===== config.mk =====
export PLATFORM = sky130hd
export DESIGN_NAME = spi_master_touch_bitbang_core_flat
export DESIGN_NICKNAME = d
export VERILOG_FILES = /design/src/hdl/smtb_pkg.sv /design/src/hdl/smtb_chan_if.sv /design/src/hdl/spi_master_touch_bitbang_core.sv /design/src/flat_wrapper.sv
export SDC_FILE = /design/constraint.sdc
export NUM_CORES = 1
export LEC_CHECK = 0
export ABC_CLOCK_PERIOD_IN_PS = 2530
export BUFFER_PORTS_ARGS = -buffer_cell sky130_fd_sc_hd__buf_2
export CORE_ASPECT_RATIO = 0.9
export CORE_MARGIN = 2
export CORE_UTILIZATION = 55
export CTS_BUF_LIST = sky130_fd_sc_hd__clkbuf_2
export CTS_CLUSTER_SIZE = 40
export DETAILED_ROUTE_END_ITERATION = 7
export GPL_TIMING_DRIVEN = 0
export HOLD_SLACK_MARGIN = 0.1
export PLACE_DENSITY_LB_ADDON = 0.3
export SLEW_MARGIN = 0
export SYNTH_ARGS = -nofsm -noshare
export SYNTH_HDL_FRONTEND = slang
export SYNTH_SLANG_ARGS = --single-unit

===== constraint.sdc =====
create_clock -name clock -period 2.53 [get_ports clock]
set_clock_uncertainty 0.1 [all_clocks]
set_input_delay 0.1265 -clock clock [delete_from_list [all_inputs] [get_ports clock]]
set_output_delay 0.1265 -clock clock [all_outputs]
set_load 0.01 [all_outputs]

===== src/hdl/smtb_pkg.sv =====
// Shared types and codes for the bit-banged touch controller SPI master.
package smtb_pkg;

   // Widths fixed by the channel payloads.
   localparam int OP_W    = 2;
   localparam int VALUE_W = 8;
   localparam int WORD_W  = 16;

   // Operation codes carried on the request channel.
   localparam logic [OP_W-1:0] OP_TICK   = 2'd0;
   localparam logic [OP_W-1:0] OP_SET_CS = 2'd1;
   localparam logic [OP_W-1:0] OP_WRITE  = 2'd2;
   localparam logic [OP_W-1:0] OP_READ   = 2'd3;

   // Transfer modes.
   localparam logic [1:0] MODE_IDLE  = 2'd0;
   localparam logic [1:0] MODE_WRITE = 2'd1;
   localparam logic [1:0] MODE_READ  = 2'd2;

   // Half-period phases inside one bit.
   localparam logic [1:0] PHASE_FIRST  = 2'd0;
   localparam logic [1:0] PHASE_SECOND = 2'd1;
   localparam logic [1:0] PHASE_THIRD  = 2'd2;

   // One request item.
   typedef struct packed {
      logic [OP_W-1:0]    operation;
      logic [VALUE_W-1:0] value;
      logic               miso_level;
   } req_type;

   // One response item.
   typedef struct packed {
      logic              sck_level;
      logic              mosi_level;
      logic              cs_level;
      logic [WORD_W-1:0] read_word;
      logic              done_res;
      logic              busy_res;
      logic              rejected;
   } rsp_type;

endpackage


===== src/hdl/smtb_chan_if.sv =====
// Valid/ready channel interface that carries one payload struct per transfer.
interface smtb_chan_if #(
   parameter type payload_type = logic
);
   logic        valid;
   logic        ready;
   payload_type payload;

   modport source (output valid, output payload, input ready);
   modport sink   (input valid, input payload, output ready);
endinterface


===== src/hdl/spi_master_touch_bitbang_core.sv =====
// Bit-banged SPI master for a touch controller, one half-period tick per request.
//
// Requests arrive on req (valid/ready); each is a tick, a chip-select set, a
// byte write or a word read. Every accepted request yields exactly one
// response on rsp with the SCK, MOSI and CS levels after that request, the
// received word on the tick that ends a read, and done, busy and rejected flags.
// A write takes 2*WRITE_BITS+1 ticks after its command, a read 3*READ_BITS.
// Commands issued while a transfer runs are rejected and change nothing.
// A request is registered at the input, and the response register is loaded from
// it by the state update logic. Throughput is one request per cycle while rsp
// does not stall; the only loop is the update of the mode, phase, bit counter,
// shift registers and pin registers.
// When rsp stalls, the response and one pending request are held and req
// deasserts ready; no transfer is lost or repeated. Reset is synchronous:
// it empties both registers, idles the engine, drives SCK and MOSI low and
// CS high (deselected).
module spi_master_touch_bitbang_core #(
   parameter int WRITE_BITS = 8,
   parameter int READ_BITS  = 16
) (
   input  logic        clock,
   input  logic        reset,
   smtb_chan_if.sink   req,
   smtb_chan_if.source rsp
);
   import smtb_pkg::*;

   localparam int MAX_BITS = (WRITE_BITS > READ_BITS) ? WRITE_BITS : READ_BITS;
   localparam int CNT_W    = $clog2(MAX_BITS + 1);
   localparam logic [CNT_W-1:0] WRITE_LAST = CNT_W'(WRITE_BITS);
   localparam logic [CNT_W-1:0] READ_LAST  = CNT_W'(READ_BITS);

   // Input stage registers.
   logic    req_valid_ff, req_valid_in;
   req_type req_data_ff;

   // Output stage registers.
   logic    rsp_valid_ff, rsp_valid_in;
   rsp_type rsp_data_ff, rsp_data_in;

   // Transfer engine state.
   logic [1:0]            mode_ff, mode_in;
   logic [1:0]            phase_ff, phase_in;
   logic [CNT_W-1:0]      bits_ff, bits_in;
   logic [WRITE_BITS-1:0] send_ff, send_in;
   logic [WORD_W-1:0]     recv_ff, recv_in;
   logic                  sck_ff, sck_in;
   logic                  mosi_ff, mosi_in;
   logic                  cs_ff, cs_in;

   logic                        advance;
   logic [WORD_W+VALUE_W-1:0]   value_wide;
   logic [WRITE_BITS-1:0]       value_ext;
   logic [CNT_W-1:0]            bits_inc;
   logic [WORD_W-1:0]           word;
   logic                        done;
   logic                        rej;

   // Handshake: the input stage moves on when the output register is free or
   // being emptied in this cycle.
   assign advance      = req_valid_ff && (!rsp_valid_ff || rsp.ready);
   assign req.ready    = !req_valid_ff || advance;
   assign req_valid_in = req.valid || (req_valid_ff && !advance);
   assign rsp_valid_in = advance || (rsp_valid_ff && !rsp.ready);
   assign rsp.valid    = rsp_valid_ff;
   assign rsp.payload  = rsp_data_ff;

   // Write data fitted to the shift register width; bits above the byte are zero.
   assign value_wide = {{WORD_W{1'b0}}, req_data_ff.value};
   assign value_ext  = value_wide[WRITE_BITS-1:0];
   assign bits_inc   = bits_ff + 1'b1;

   // Next engine state from the registered request.
   always_comb begin
      mode_in  = mode_ff;
      phase_in = phase_ff;
      bits_in  = bits_ff;
      send_in  = send_ff;
      recv_in  = recv_ff;
      sck_in   = sck_ff;
      mosi_in  = mosi_ff;
      cs_in    = cs_ff;
      word     = '0;
      done     = 1'b0;
      rej      = 1'b0;
      if (req_data_ff.operation != OP_TICK) begin
         if (mode_ff != MODE_IDLE) begin
            rej = 1'b1;
         end else begin
            case (req_data_ff.operation)
               OP_SET_CS: begin
                  cs_in = req_data_ff.value[0];
               end
               OP_WRITE: begin
                  mode_in  = MODE_WRITE;
                  phase_in = PHASE_FIRST;
                  bits_in  = '0;
                  mosi_in  = value_ext[WRITE_BITS-1];
                  send_in  = value_ext << 1;
                  sck_in   = 1'b0;
               end
               OP_READ: begin
                  mode_in  = MODE_READ;
                  phase_in = PHASE_FIRST;
                  bits_in  = '0;
                  recv_in  = '0;
                  sck_in   = 1'b1;
               end
               default: begin
               end
            endcase
         end
      end else begin
         case (mode_ff)
            MODE_WRITE: begin
               case (phase_ff)
                  PHASE_FIRST: begin
                     sck_in   = 1'b1;
                     phase_in = PHASE_SECOND;
                  end
                  PHASE_SECOND: begin
                     bits_in = bits_inc;
                     sck_in  = 1'b0;
                     if (bits_inc < WRITE_LAST) begin
                        mosi_in  = send_ff[WRITE_BITS-1];
                        send_in  = send_ff << 1;
                        phase_in = PHASE_FIRST;
                     end else begin
                        phase_in = PHASE_THIRD;
                     end
                  end
                  default: begin
                     done     = 1'b1;
                     mode_in  = MODE_IDLE;
                     phase_in = PHASE_FIRST;
                  end
               endcase
            end
            MODE_READ: begin
               case (phase_ff)
                  PHASE_FIRST: begin
                     sck_in   = 1'b0;
                     phase_in = PHASE_SECOND;
                  end
                  PHASE_SECOND: begin
                     recv_in  = {recv_ff[WORD_W-2:0], req_data_ff.miso_level};
                     sck_in   = 1'b1;
                     phase_in = PHASE_THIRD;
                  end
                  default: begin
                     bits_in  = bits_inc;
                     phase_in = PHASE_FIRST;
                     if (bits_inc >= READ_LAST) begin
                        done    = 1'b1;
                        word    = recv_ff;
                        mode_in = MODE_IDLE;
                     end
                  end
               endcase
            end
            default: begin
            end
         endcase
      end
   end

   // Response built from the updated pin levels.
   always_comb begin
      rsp_data_in.sck_level  = sck_in;
      rsp_data_in.mosi_level = mosi_in;
      rsp_data_in.cs_level   = cs_in;
      rsp_data_in.read_word  = word;
      rsp_data_in.done_res   = done;
      rsp_data_in.busy_res   = (mode_in != MODE_IDLE);
      rsp_data_in.rejected   = rej;
   end

   // Control and engine registers.
   always_ff @(posedge clock) begin
      if (reset) begin
         req_valid_ff <= 1'b0;
         rsp_valid_ff <= 1'b0;
         mode_ff      <= MODE_IDLE;
         phase_ff     <= PHASE_FIRST;
         bits_ff      <= '0;
         send_ff      <= '0;
         recv_ff      <= '0;
         sck_ff       <= 1'b0;
         mosi_ff      <= 1'b0;
         cs_ff        <= 1'b1;
      end else begin
         req_valid_ff <= req_valid_in;
         rsp_valid_ff <= rsp_valid_in;
         if (advance) begin
            mode_ff  <= mode_in;
            phase_ff <= phase_in;
            bits_ff  <= bits_in;
            send_ff  <= send_in;
            recv_ff  <= recv_in;
            sck_ff   <= sck_in;
            mosi_ff  <= mosi_in;
            cs_ff    <= cs_in;
         end
      end
   end

   // Payload registers.
   always_ff @(posedge clock) begin
      if (req.ready) begin
         req_data_ff <= req.payload;
      end
      if (advance) begin
         rsp_data_ff <= rsp_data_in;
      end
   end

endmodule


===== src/flat_wrapper.sv =====
// flat-port wrapper written by rule: the top's interface ports become plain ports
module spi_master_touch_bitbang_core_flat import smtb_pkg::*;
#(
   parameter int WRITE_BITS = 8,
   parameter int READ_BITS  = 16
)
  (clock, reset, req_valid, req_payload, req_ready, rsp_valid, rsp_payload, rsp_ready);
  smtb_chan_if #(.payload_type(req_type)) req_i ();
  smtb_chan_if #(.payload_type(rsp_type)) rsp_i ();
  input  logic clock;
  input  logic reset;
  input wire logic [$bits(req_i.valid)-1:0] req_valid;
  input wire logic [$bits(req_i.payload)-1:0] req_payload;
  output wire logic [$bits(req_i.ready)-1:0] req_ready;
  output wire logic [$bits(rsp_i.valid)-1:0] rsp_valid;
  output wire logic [$bits(rsp_i.payload)-1:0] rsp_payload;
  input wire logic [$bits(rsp_i.ready)-1:0] rsp_ready;
  assign req_i.valid = req_valid;
  assign req_i.payload = req_payload;
  assign req_ready = req_i.ready;
  assign rsp_valid = rsp_i.valid;
  assign rsp_payload = rsp_i.payload;
  assign rsp_i.ready = rsp_ready;
  spi_master_touch_bitbang_core #(.WRITE_BITS(WRITE_BITS), .READ_BITS(READ_BITS)) u_core (.clock(clock), .reset(reset), .req(req_i), .rsp(rsp_i));
endmodule

**Yosys cells after proc, flatten, opt, wreduce, memory -nomap -nowiden**

Index checks and enable logic that the tools add are counted.

- $mul: 0
- $lt $le $gt $ge: 2
- Reduce and logical (&&, ||, !) cells: 27
- Shifts and indexed selects: 0
- Bitwise operators: 2
- Mux-type cells: 51
- Eq/ne operators: 12
- $add $sub $neg: 1
- Div/mod/pow operators: 0

Operators with widths:

| kind | number |
|---|---|
| $mux 16 | 5 |
| $mux 8 | 6 |
| $mux 5 | 5 |
| $pmux 2 s2 | 5 |
| $mux 2 | 9 |
| $mux 1 | 15 |
| $reduce_bool 2->1 | 7 |
| $reduce_and 6->1 | 2 |
| $pmux 1 s2 | 5 |
| $pmux 5 s2 | 1 |
| $ne 2x2->1 const B | 4 |
| $eq 2x1->1 const B | 3 |
| $eq 2x2->1 const B | 3 |
| $add 5x1->5 const B | 1 |
| $ge 5x5->1 const B | 1 |
| $lt 5x4->1 const B | 1 |
| $reduce_and 5->1 | 1 |
| $reduce_or 5->1 | 1 |
| $logic_not 1->1 | 4 |
| $logic_or 1x1->1 | 4 |
| $reduce_and 4->1 | 1 |
| $reduce_or 2->1 | 2 |
| $logic_and 1x1->1 | 3 |
| $ne 3x1->1 const B | 1 |
| other kinds (4) | 5 |

- Bits in read-only memories: 0
- Input bits: 15
- RAM bits: 0
- Register bits: 71
- Latch bits: 0
- Memories: 0
- Output and inout port bits: 24
- Word-level logic and storage cells: 115

**Depth between registers and ports, before layout**

Gate-level depths: netlist of the first run.

- Depth in word-level cells: 7
- Mapped depth: 10

**Least setup slack after synthesis of the first run**

No wires, ideal clock.

- Path type: reg2reg
- Start: reg u_core.req_data_ff[9] (netlist bit)
- End: reg u_core.mosi_ff
- Arrival time: 2.094 ns
- Stages on the path, launching flop included: 10
- Data required time: 2.288 ns
- Path slack: 0.194 ns
- Cells stage by stage: edfxtp_1 > inv_1 > ha_1 > a21oi_2 > or3b_1 > buf_2 > or3_1 > buf_2 > a222oi_1 > a311oi_1

- Longest elaborated chain between the ends: 4
- Elaborated cells on any way between the ends: 5

RTL lines:

| element | RTL line | text |
|---|---|---|
| start: declaration | spi_master_touch_bitbang_core.sv:35 | `req_type req_data_ff;` |
| start signal: assignment | spi_master_touch_bitbang_core.sv:210 | `req_data_ff <= req.payload;` |
| $eq 2x2->1 | spi_master_touch_bitbang_core.sv:90 | `case (req_data_ff.operation)` |
| $mux 1 | spi_master_touch_bitbang_core.sv:90 |  |
| $mux 1 | spi_master_touch_bitbang_core.sv:87 | `if (mode_ff != MODE_IDLE) begin` |
| $mux 1 * | spi_master_touch_bitbang_core.sv:86 | `if (req_data_ff.operation != OP_TICK) begin` |
| end signal: assignment | spi_master_touch_bitbang_core.sv:201 | `mosi_ff <= mosi_in;` |
| end: declaration | spi_master_touch_bitbang_core.sv:48 | `logic mosi_ff, mosi_in;` |

Mark *: on every way between the ends. The rest lies on a longest branch, timed or not.
A chain may end at the register's enable or synchronous reset.

**Worst setup path after layout of the first run**

- Start: reg u_core.req_data_ff[10] (netlist bit)
- End: reg u_core.mosi_ff

Same word-level chain as after synthesis.

==> impl_metrics.py, run 1 <==
metrics = {
    "floorplanning": {
        "core_area_mm2": 0.00532,
        "chipWidth_um": 82.7,
        "die_h_um": 74.8,
        "initial_utilization_pct": 57.7,
        "dieArea_mm2": 0.00619,
        "io_pins": 39,
        "rows": 25,
    },
    "grt": {
        "grt_pass1_vias": 2294,
        "grt_usage_pct": 23.2,
        "grt_max_degree": 32,
        "grt_pass1_wl_mm": 10.6,
        "grt_overflow": 0,
        "antenna_found_initial": 0,
    },
    "place": {
        "portBuffers": 38,
        "place_ws_ns": -0.0875,
        "gp_congestion": 0.866,
        "dp_hpwl_mm": 4.21,
    },
    "timing": {
        "fin_crit_sh_pct": 94.1,
        "setup_slack_ns": 0.150,
        "fin_crit_ns": 2.38,
        "rsz0062_at_grt": "false",
        "slew_headroom_pct": 63.9,
        "tightest_slew_ns": 0.542,
        "hold_viol": 0,
        "fmax_ghz": 0.420,
        "setup_viol": 0,
        "drv_slew": 0,
        "whs_ns": 0.212,
    },
    "power_and_ir_drop": {
        "p_leak_uw": 0.00133,
        "power_per_cell_area_mw_per_mm2": 606,
        "power_uw": 2260,
        "peakVddDrop_mv": 0.372,
    },
    "setup_path": {
        "cp.arrival_ns": 2.65,
        "end_kind": "flop",
        "required_ns": 2.80,
        "ff2ff_setup_slack_ns": 0.15,
        "reg2reg_depth": 8,
        "crit_end": "u_core.mosi_ff$_SDFFE_PP0P_",
        "path_class": "flop to flop",
        "regToRegEndpoint": "u_core.mosi_ff$_SDFFE_PP0P_",
        "cp_max_fo": 8,
        "crit_path_start": "u_core.req_data_ff[10]$_DFFE_PN_",
        "crit-reg2reg-launch": "u_core.req_data_ff[10]$_DFFE_PN_",
        "start_kind": "flop",
    },
    "routing": {
        "wire_per_inst_um": 14.9,
        "viasPerCell": 5.76,
        "first_iter_violations": 207,
        "antenna_left": 0,
        "wl_mm": 6.58,
        "drcViolationCount": 0,
        "drt_first_pass_iters": 5,
        "vias": 2540,
    },
    "clocking": {
        "clockBufferDepth": 2,
        "path_clk_slew_ns": 0.19,
        "root_buffer": "clkbuf_2",
        "cts_buffers": 9,
        "htreeDepth": 3,
        "cts_tree": "done",
        "clock_sinks": 70,
        "clkLatencyLatePin_ns": 0.51,
    },
    "synthesis": {
        "seq_area_frac_synth_pct": 56.5,
        "synthArstFlopShare_pct": 0,
        "ys_warn_count": 0,
        "synth_cell_types": 42,
        "avgSynthCellArea_um2": 10.2,
        "synth_edf_count": 33,
        "netlist_area_mm2": 0.00307,
        "ys_ff_latch": 70,
        "syn-num-nets": 326,
        "postSynthCellCount": 302,
        "synth_flop_cell": "dfxtp_1",
    },
    "outcome": {
        "status": "finished clean",
    },
    "finish": {
        "final_common_cell": "nand2_1",
        "area_growth_syn_to_layout_pct": 21.8,
        "drive_above_1_share_pct": 21.4,
        "final_nets": 393,
        "final_cell_mix": "nand2_1 (41), buf_2 (40), dfxtp_1 (35)",
        "antennaDiodeCount": 0,
    },
    "hold_path": {
        "min_path_type": "input pin to flop",
    },
    "flow_run": {
        "maxCapViolations": 0,
    },
}
-- power breakdown --
part	switching, uW	internal, uW	total, uW
Sequential	14.9	1220	1230
Combinational	125	83.7	209
Clock	390	428	818
-- synthesized netlist by cell type (3+ instances only) --
cell | instances | area share [%]
ha_1 | 9 | 3.7
a311oi_1 | 8 | 2.3
inv_1 | 10 | 1.2
nand3b_1 | 3 | 0.73
nand2_1 | 41 | 5.0
buf_2 | 4 | 0.65
nand3_1 | 20 | 3.3
dfxtp_1 | 37 | 24
edfxtp_1 | 33 | 32
a31oi_1 | 3 | 0.61
o21ai_0 | 7 | 1.1
a21oi_1 | 30 | 4.9
and3_1 | 3 | 0.61
clkbuf_1 | 13 | 1.6
nor2_1 | 14 | 1.7
nor2b_1 | 3 | 0.61
nor3_1 | 6 | 0.98
or3_1 | 5 | 1.0
and2_1 | 18 | 3.7
a222oi_1 | 7 | 2.3
-- flip-flops by register name (all words and copies together), names as in the netlist --
| register | cells |
|---|---|
| u_core.rsp.payload | 22 |
| u_core.recv_ff | 16 |
| u_core.value_ext | 8 |
| u_core.send_ff | 7 |
| u_core.bits_ff | 5 |
| u_core.req_data_ff | 3 |
| u_core.mode_ff | 2 |
| u_core.phase_ff | 2 |
| u_core.cs_ff | 1 |
| u_core.mosi_ff | 1 |
| u_core.req_valid_ff | 1 |
| u_core.rsp.valid | 1 |
| u_core.sck_ff | 1 |
-- critical path, stage by stage, from the launching register on --
cell and delay, ns:
edfxtp_1 0.45, buf_4 0.15, ha_4 0.15, a21oi_2 0.08
or3b_1 0.34, buf_2 0.18, or3_4 0.38, a222oi_1 0.34
a311oi_1 0.09
-- worst min path at each step --
stage                   startpoint  slack [ns]                               to  depth (start not counted)
floorplan           req_payload[0]        0.13  u_core.req_data_ff[0]$_DFFE_PN_                          0
global placement    req_payload[5]        0.20    u_core.value_ext[4]$_DFFE_PN_                          1
global route        req_payload[4]        0.17    u_core.value_ext[3]$_DFFE_PN_                          2
CTS                 req_payload[8]        0.17    u_core.value_ext[7]$_DFFE_PN_                          2
detailed placement  req_payload[5]        0.20    u_core.value_ext[4]$_DFFE_PN_                          1
finish              req_payload[1]        0.21    u_core.value_ext[0]$_DFFE_PN_                          2
-- per-stage QoR --
stage / cells / cell area (um2) / setup TNS (ns) / utilization, %
3_5_place_dp: 407 / 3340 / -0.740 / 62.8
3_3_place_gp: 407 / 3340 / 0 / 62.8
2_1_floorplan: 302 / 3070 / 0 / -
4_1_cts: 440 / 3670 / 0 / 69.1
6_report: 441 / 3740 / 0 / 70.3
5_1_grt: 441 / 3740 / 0 / 70.3
-- what timing repair did --
| action | 4_1_cts | 5_1_grt |
|---|---|---|
| gates resized for setup | 4 | 14 |
| hold endpoints to repair | 22 | 0 |
| setup endpoints to repair | 18 | 18 |
| pin swaps | 0 | 1 |
| hold buffers | 15 | 0 |
| setup buffers | 2 | 4 |
-- area by class of cell --
cell class	instances	area, um2
fill	391	1580
clock buffer	10	50.0
timing repair buffer	59	385
tap	67	83.8
multi-input combinational	202	1250
sequential	70	1740
clock inverter	6	110
buffer	16	76.3
inverter	11	43.8
-- routing by layer --
metal | GRT usage [%] | routed length [um]
met5 | 0 | 0
met4 | 10.7 | 70
met3 | 6.83 | 427
met2 | 35.3 | 3140
met1 | 30.9 | 2950
-- cell families (layout without fill, tap and decap cells) --
group                      Yosys count  count (layout)  synth area share (%)
AOI/OAI and AO/OA                   66              66                  14.3
xor gates and xnor gates             2               2                 0.571
adders and majority gates            9               9                  3.67
buffers and inverters               30             102                  4.08
DFF                                 70              70                  56.5
muxes                                3               3                  1.06
and+or+nand+nor                    122             122                  19.9
Power figures use the tool's default switching activity.
==> run 2: changes to the inputs <==
- CORE_MARGIN: 2 -> unset
==> run 2 against run 1 <==
First-iteration DRC count grew 40%; die area down 5.0%; routed wire length increased by 3.9%; clock power increased by 12%; worst setup slack got worse by 0.13 ns; sequential power about the same; global-route usage rose by 1.6 points; register-to-register slack got worse by 0.13 ns; cell area rose by 1.5%; via count increased by 3.7%; power grew 4.6%; critical path type unchanged; largest cell class unchanged; highest routed layer unchanged.
==> impl_metrics.py, run 2 (same netlist as run 1, synthesis figures left out) <==
metrics = {
    "outcome": {
        "status": "finished clean",
    },
    "finish": {
        "fin_cells": 446,
        "finalInstanceArea_mm2": 0.00379,
        "seq_area_mm2": 0.00174,
        "final_common_cell": "nand2_1",
        "largest_reg_flops": 22,
        "antennaDiodeCount": 0,
        "fill_cells": 396,
        "area_growth_syn_to_layout_pct": 23.6,
        "multi_input_area_mm2": 0.00125,
        "drive_above_1_share_pct": 21.6,
        "final_util_pct": 71.3,
        "final_cell_mix": "nand2_1 (41), buf_2 (39), dfxtp_1 (35)",
        "final_nets": 398,
    },
    "timing": {
        "fin_crit_sh_pct": 99.1,
        "fin_crit_ns": 2.51,
        "hold_viol": 0,
        "fin_tns_setup_ns": 0,
        "whs_ns": 0.212,
        "drv_slew": 0,
        "fmax_ghz": 0.399,
        "tightest_slew_ns": 0.594,
        "setup_viol": 0,
        "slew_headroom_pct": 60.4,
    },
    "floorplanning": {
        "io_pins": 39,
        "dieArea_mm2": 0.00588,
        "initial_utilization_pct": 57.7,
        "rows": 25,
        "die_h_um": 72.8,
        "core_area_mm2": 0.00532,
        "chipWidth_um": 80.7,
    },
    "routing": {
        "drcViolationCount": 0,
        "wl_mm": 6.84,
        "first_iter_violations": 289,
        "vias": 2635,
        "viasPerCell": 5.91,
        "wire_per_inst_um": 15.3,
        "drt_first_pass_iters": 5,
        "antenna_left": 0,
    },
    "setup_path": {
        "cp.depth": 10,
        "cp_max_fo": 8,
        "path_buf_inv": 4,
        "regToRegEndpoint": "u_core.send_ff[5]$_SDFFE_PP0P_",
        "max_stage_delay_ns": 0.38,
        "crit_path_start": "u_core.mode_ff[0]$_SDFFE_PP0P_",
        "cp_cell_sequence": "inv_1 -> ha_2 -> buf_6 -> a21oi_2 -> or3b_1 -> buf_4 -> or3_1 -> buf_4 -> a222oi_1 -> a311oi_1",
        "cp_slowest_cell": "dfxtp_2",
        "cp.arrival_ns": 2.80,
        "ff2ff_setup_slack_ns": 0.02,
        "required_ns": 2.82,
        "crit_family": "simple AND/OR/NAND/NOR gates",
        "crit_end": "u_core.send_ff[5]$_SDFFE_PP0P_",
        "end_kind": "flop",
        "crit-reg2reg-launch": "u_core.mode_ff[0]$_SDFFE_PP0P_",
        "path_class": "flop to flop",
        "crit_top_cell": "buf_4",
        "reg2reg_depth": 10,
        "start_kind": "flop",
    },
    "grt": {
        "grt_overflow": 0,
        "grt_pass1_vias": 2383,
        "grt_max_degree": 32,
        "grt_pass1_wl_mm": 10.8,
        "grt_usage_pct": 24.8,
        "antenna_found_initial": 0,
    },
    "clocking": {
        "cts_buffers": 9,
        "clock_sinks": 70,
        "root_buffer": "clkbuf_2",
        "cts_tree": "done",
        "clockBufferDepth": 2,
        "htreeDepth": 3,
        "clkLatencyLatePin_ns": 0.51,
        "path_clk_slew_ns": 0.19,
    },
    "power_and_ir_drop": {
        "power_per_cell_area_mw_per_mm2": 624,
        "peakVddDrop_mv": 0.536,
        "p_leak_uw": 0.00136,
    },
    "place": {
        "gp_congestion": 0.837,
        "portBuffers": 38,
        "postPlaceCellArea_mm2": 0.00334,
        "placed_cells": 407,
        "dp_hpwl_mm": 4.20,
    },
    "hold_path": {
        "min_path_type": "input pin to flop",
    },
    "flow_run": {
        "maxCapViolations": 0,
    },
}
## run 2: changes by cell type in the layout (fill, tap and decap cells not counted), moves of 2 or more
cell | before | now
clkbuf_1 | 9 | 11
nor2b_1 | 3 | 1
buf_4 | 6 | 10
nor2b_2 | 0 | 2
## run 2: power by group
group | internal (uW) | leakage [uW] | total (uW) | switching [uW]
Combinational | 88.5 | 0.000641 | 217 | 129
Clock | 521 | 0.000101 | 914 | 393
Sequential | 1220 | 0.000613 | 1240 | 15.5
Total | 1830 | 0.00136 | 2370 | 538
## run 2: per-stage QoR
step,power [uW],setup slack [ns]
floorplan,1370,0.194
global placement,1430,-0.0139
detailed placement,1430,-0.0612
CTS,2350,0.0141
global route,2440,-0.0375
finish,2370,0.0229
## run 2: timing repair
action | in CTS | in global routing
setup endpoints to repair | 17 | 19
pin swaps | 0 | 2
hold buffers | 15 | 0
setup buffers | 1 | 7
resized for setup | 3 | 19
hold endpoints to repair | 23 | 0
## run 2: final cells by class
cell class / instances / share of cell area, %
Clock buffer: 9 / 1.19
Inverter: 11 / 1.22
Clock inverter: 7 / 3.60
Sequential cell: 70 / 45.8
Buffer: 19 / 2.48
Timing Repair Buffer: 61 / 10.6
Tap cell: 67 / 2.21
Multi-Input combinational cell: 202 / 32.9
## run 2: how the worst min path moves through the flow
stage                                       to      startpoint  slack [ns]  cells past startpoint
3_3_place_gp     u_core.value_ext[5]$_DFFE_PN_  req_payload[6]        0.20                      1
4_1_cts          u_core.value_ext[5]$_DFFE_PN_  req_payload[6]        0.17                      2
3_5_place_dp     u_core.value_ext[4]$_DFFE_PN_  req_payload[5]        0.20                      1
5_1_grt        u_core.req_data_ff[9]$_DFFE_PN_  req_payload[9]        0.17                      2
2_1_floorplan  u_core.req_data_ff[0]$_DFFE_PN_  req_payload[0]        0.13                      0
6_report         u_core.value_ext[6]$_DFFE_PN_  req_payload[7]        0.21                      2
## run 2: layer usage
metal	GRT usage (%)	vias up	share of wire, %
li1	-	1247	-
met1	31.4	1259	43
met2	39.5	115	48
met3	8.00	14	7.2
met4	9.92	0	2.2
met5	0	-	0
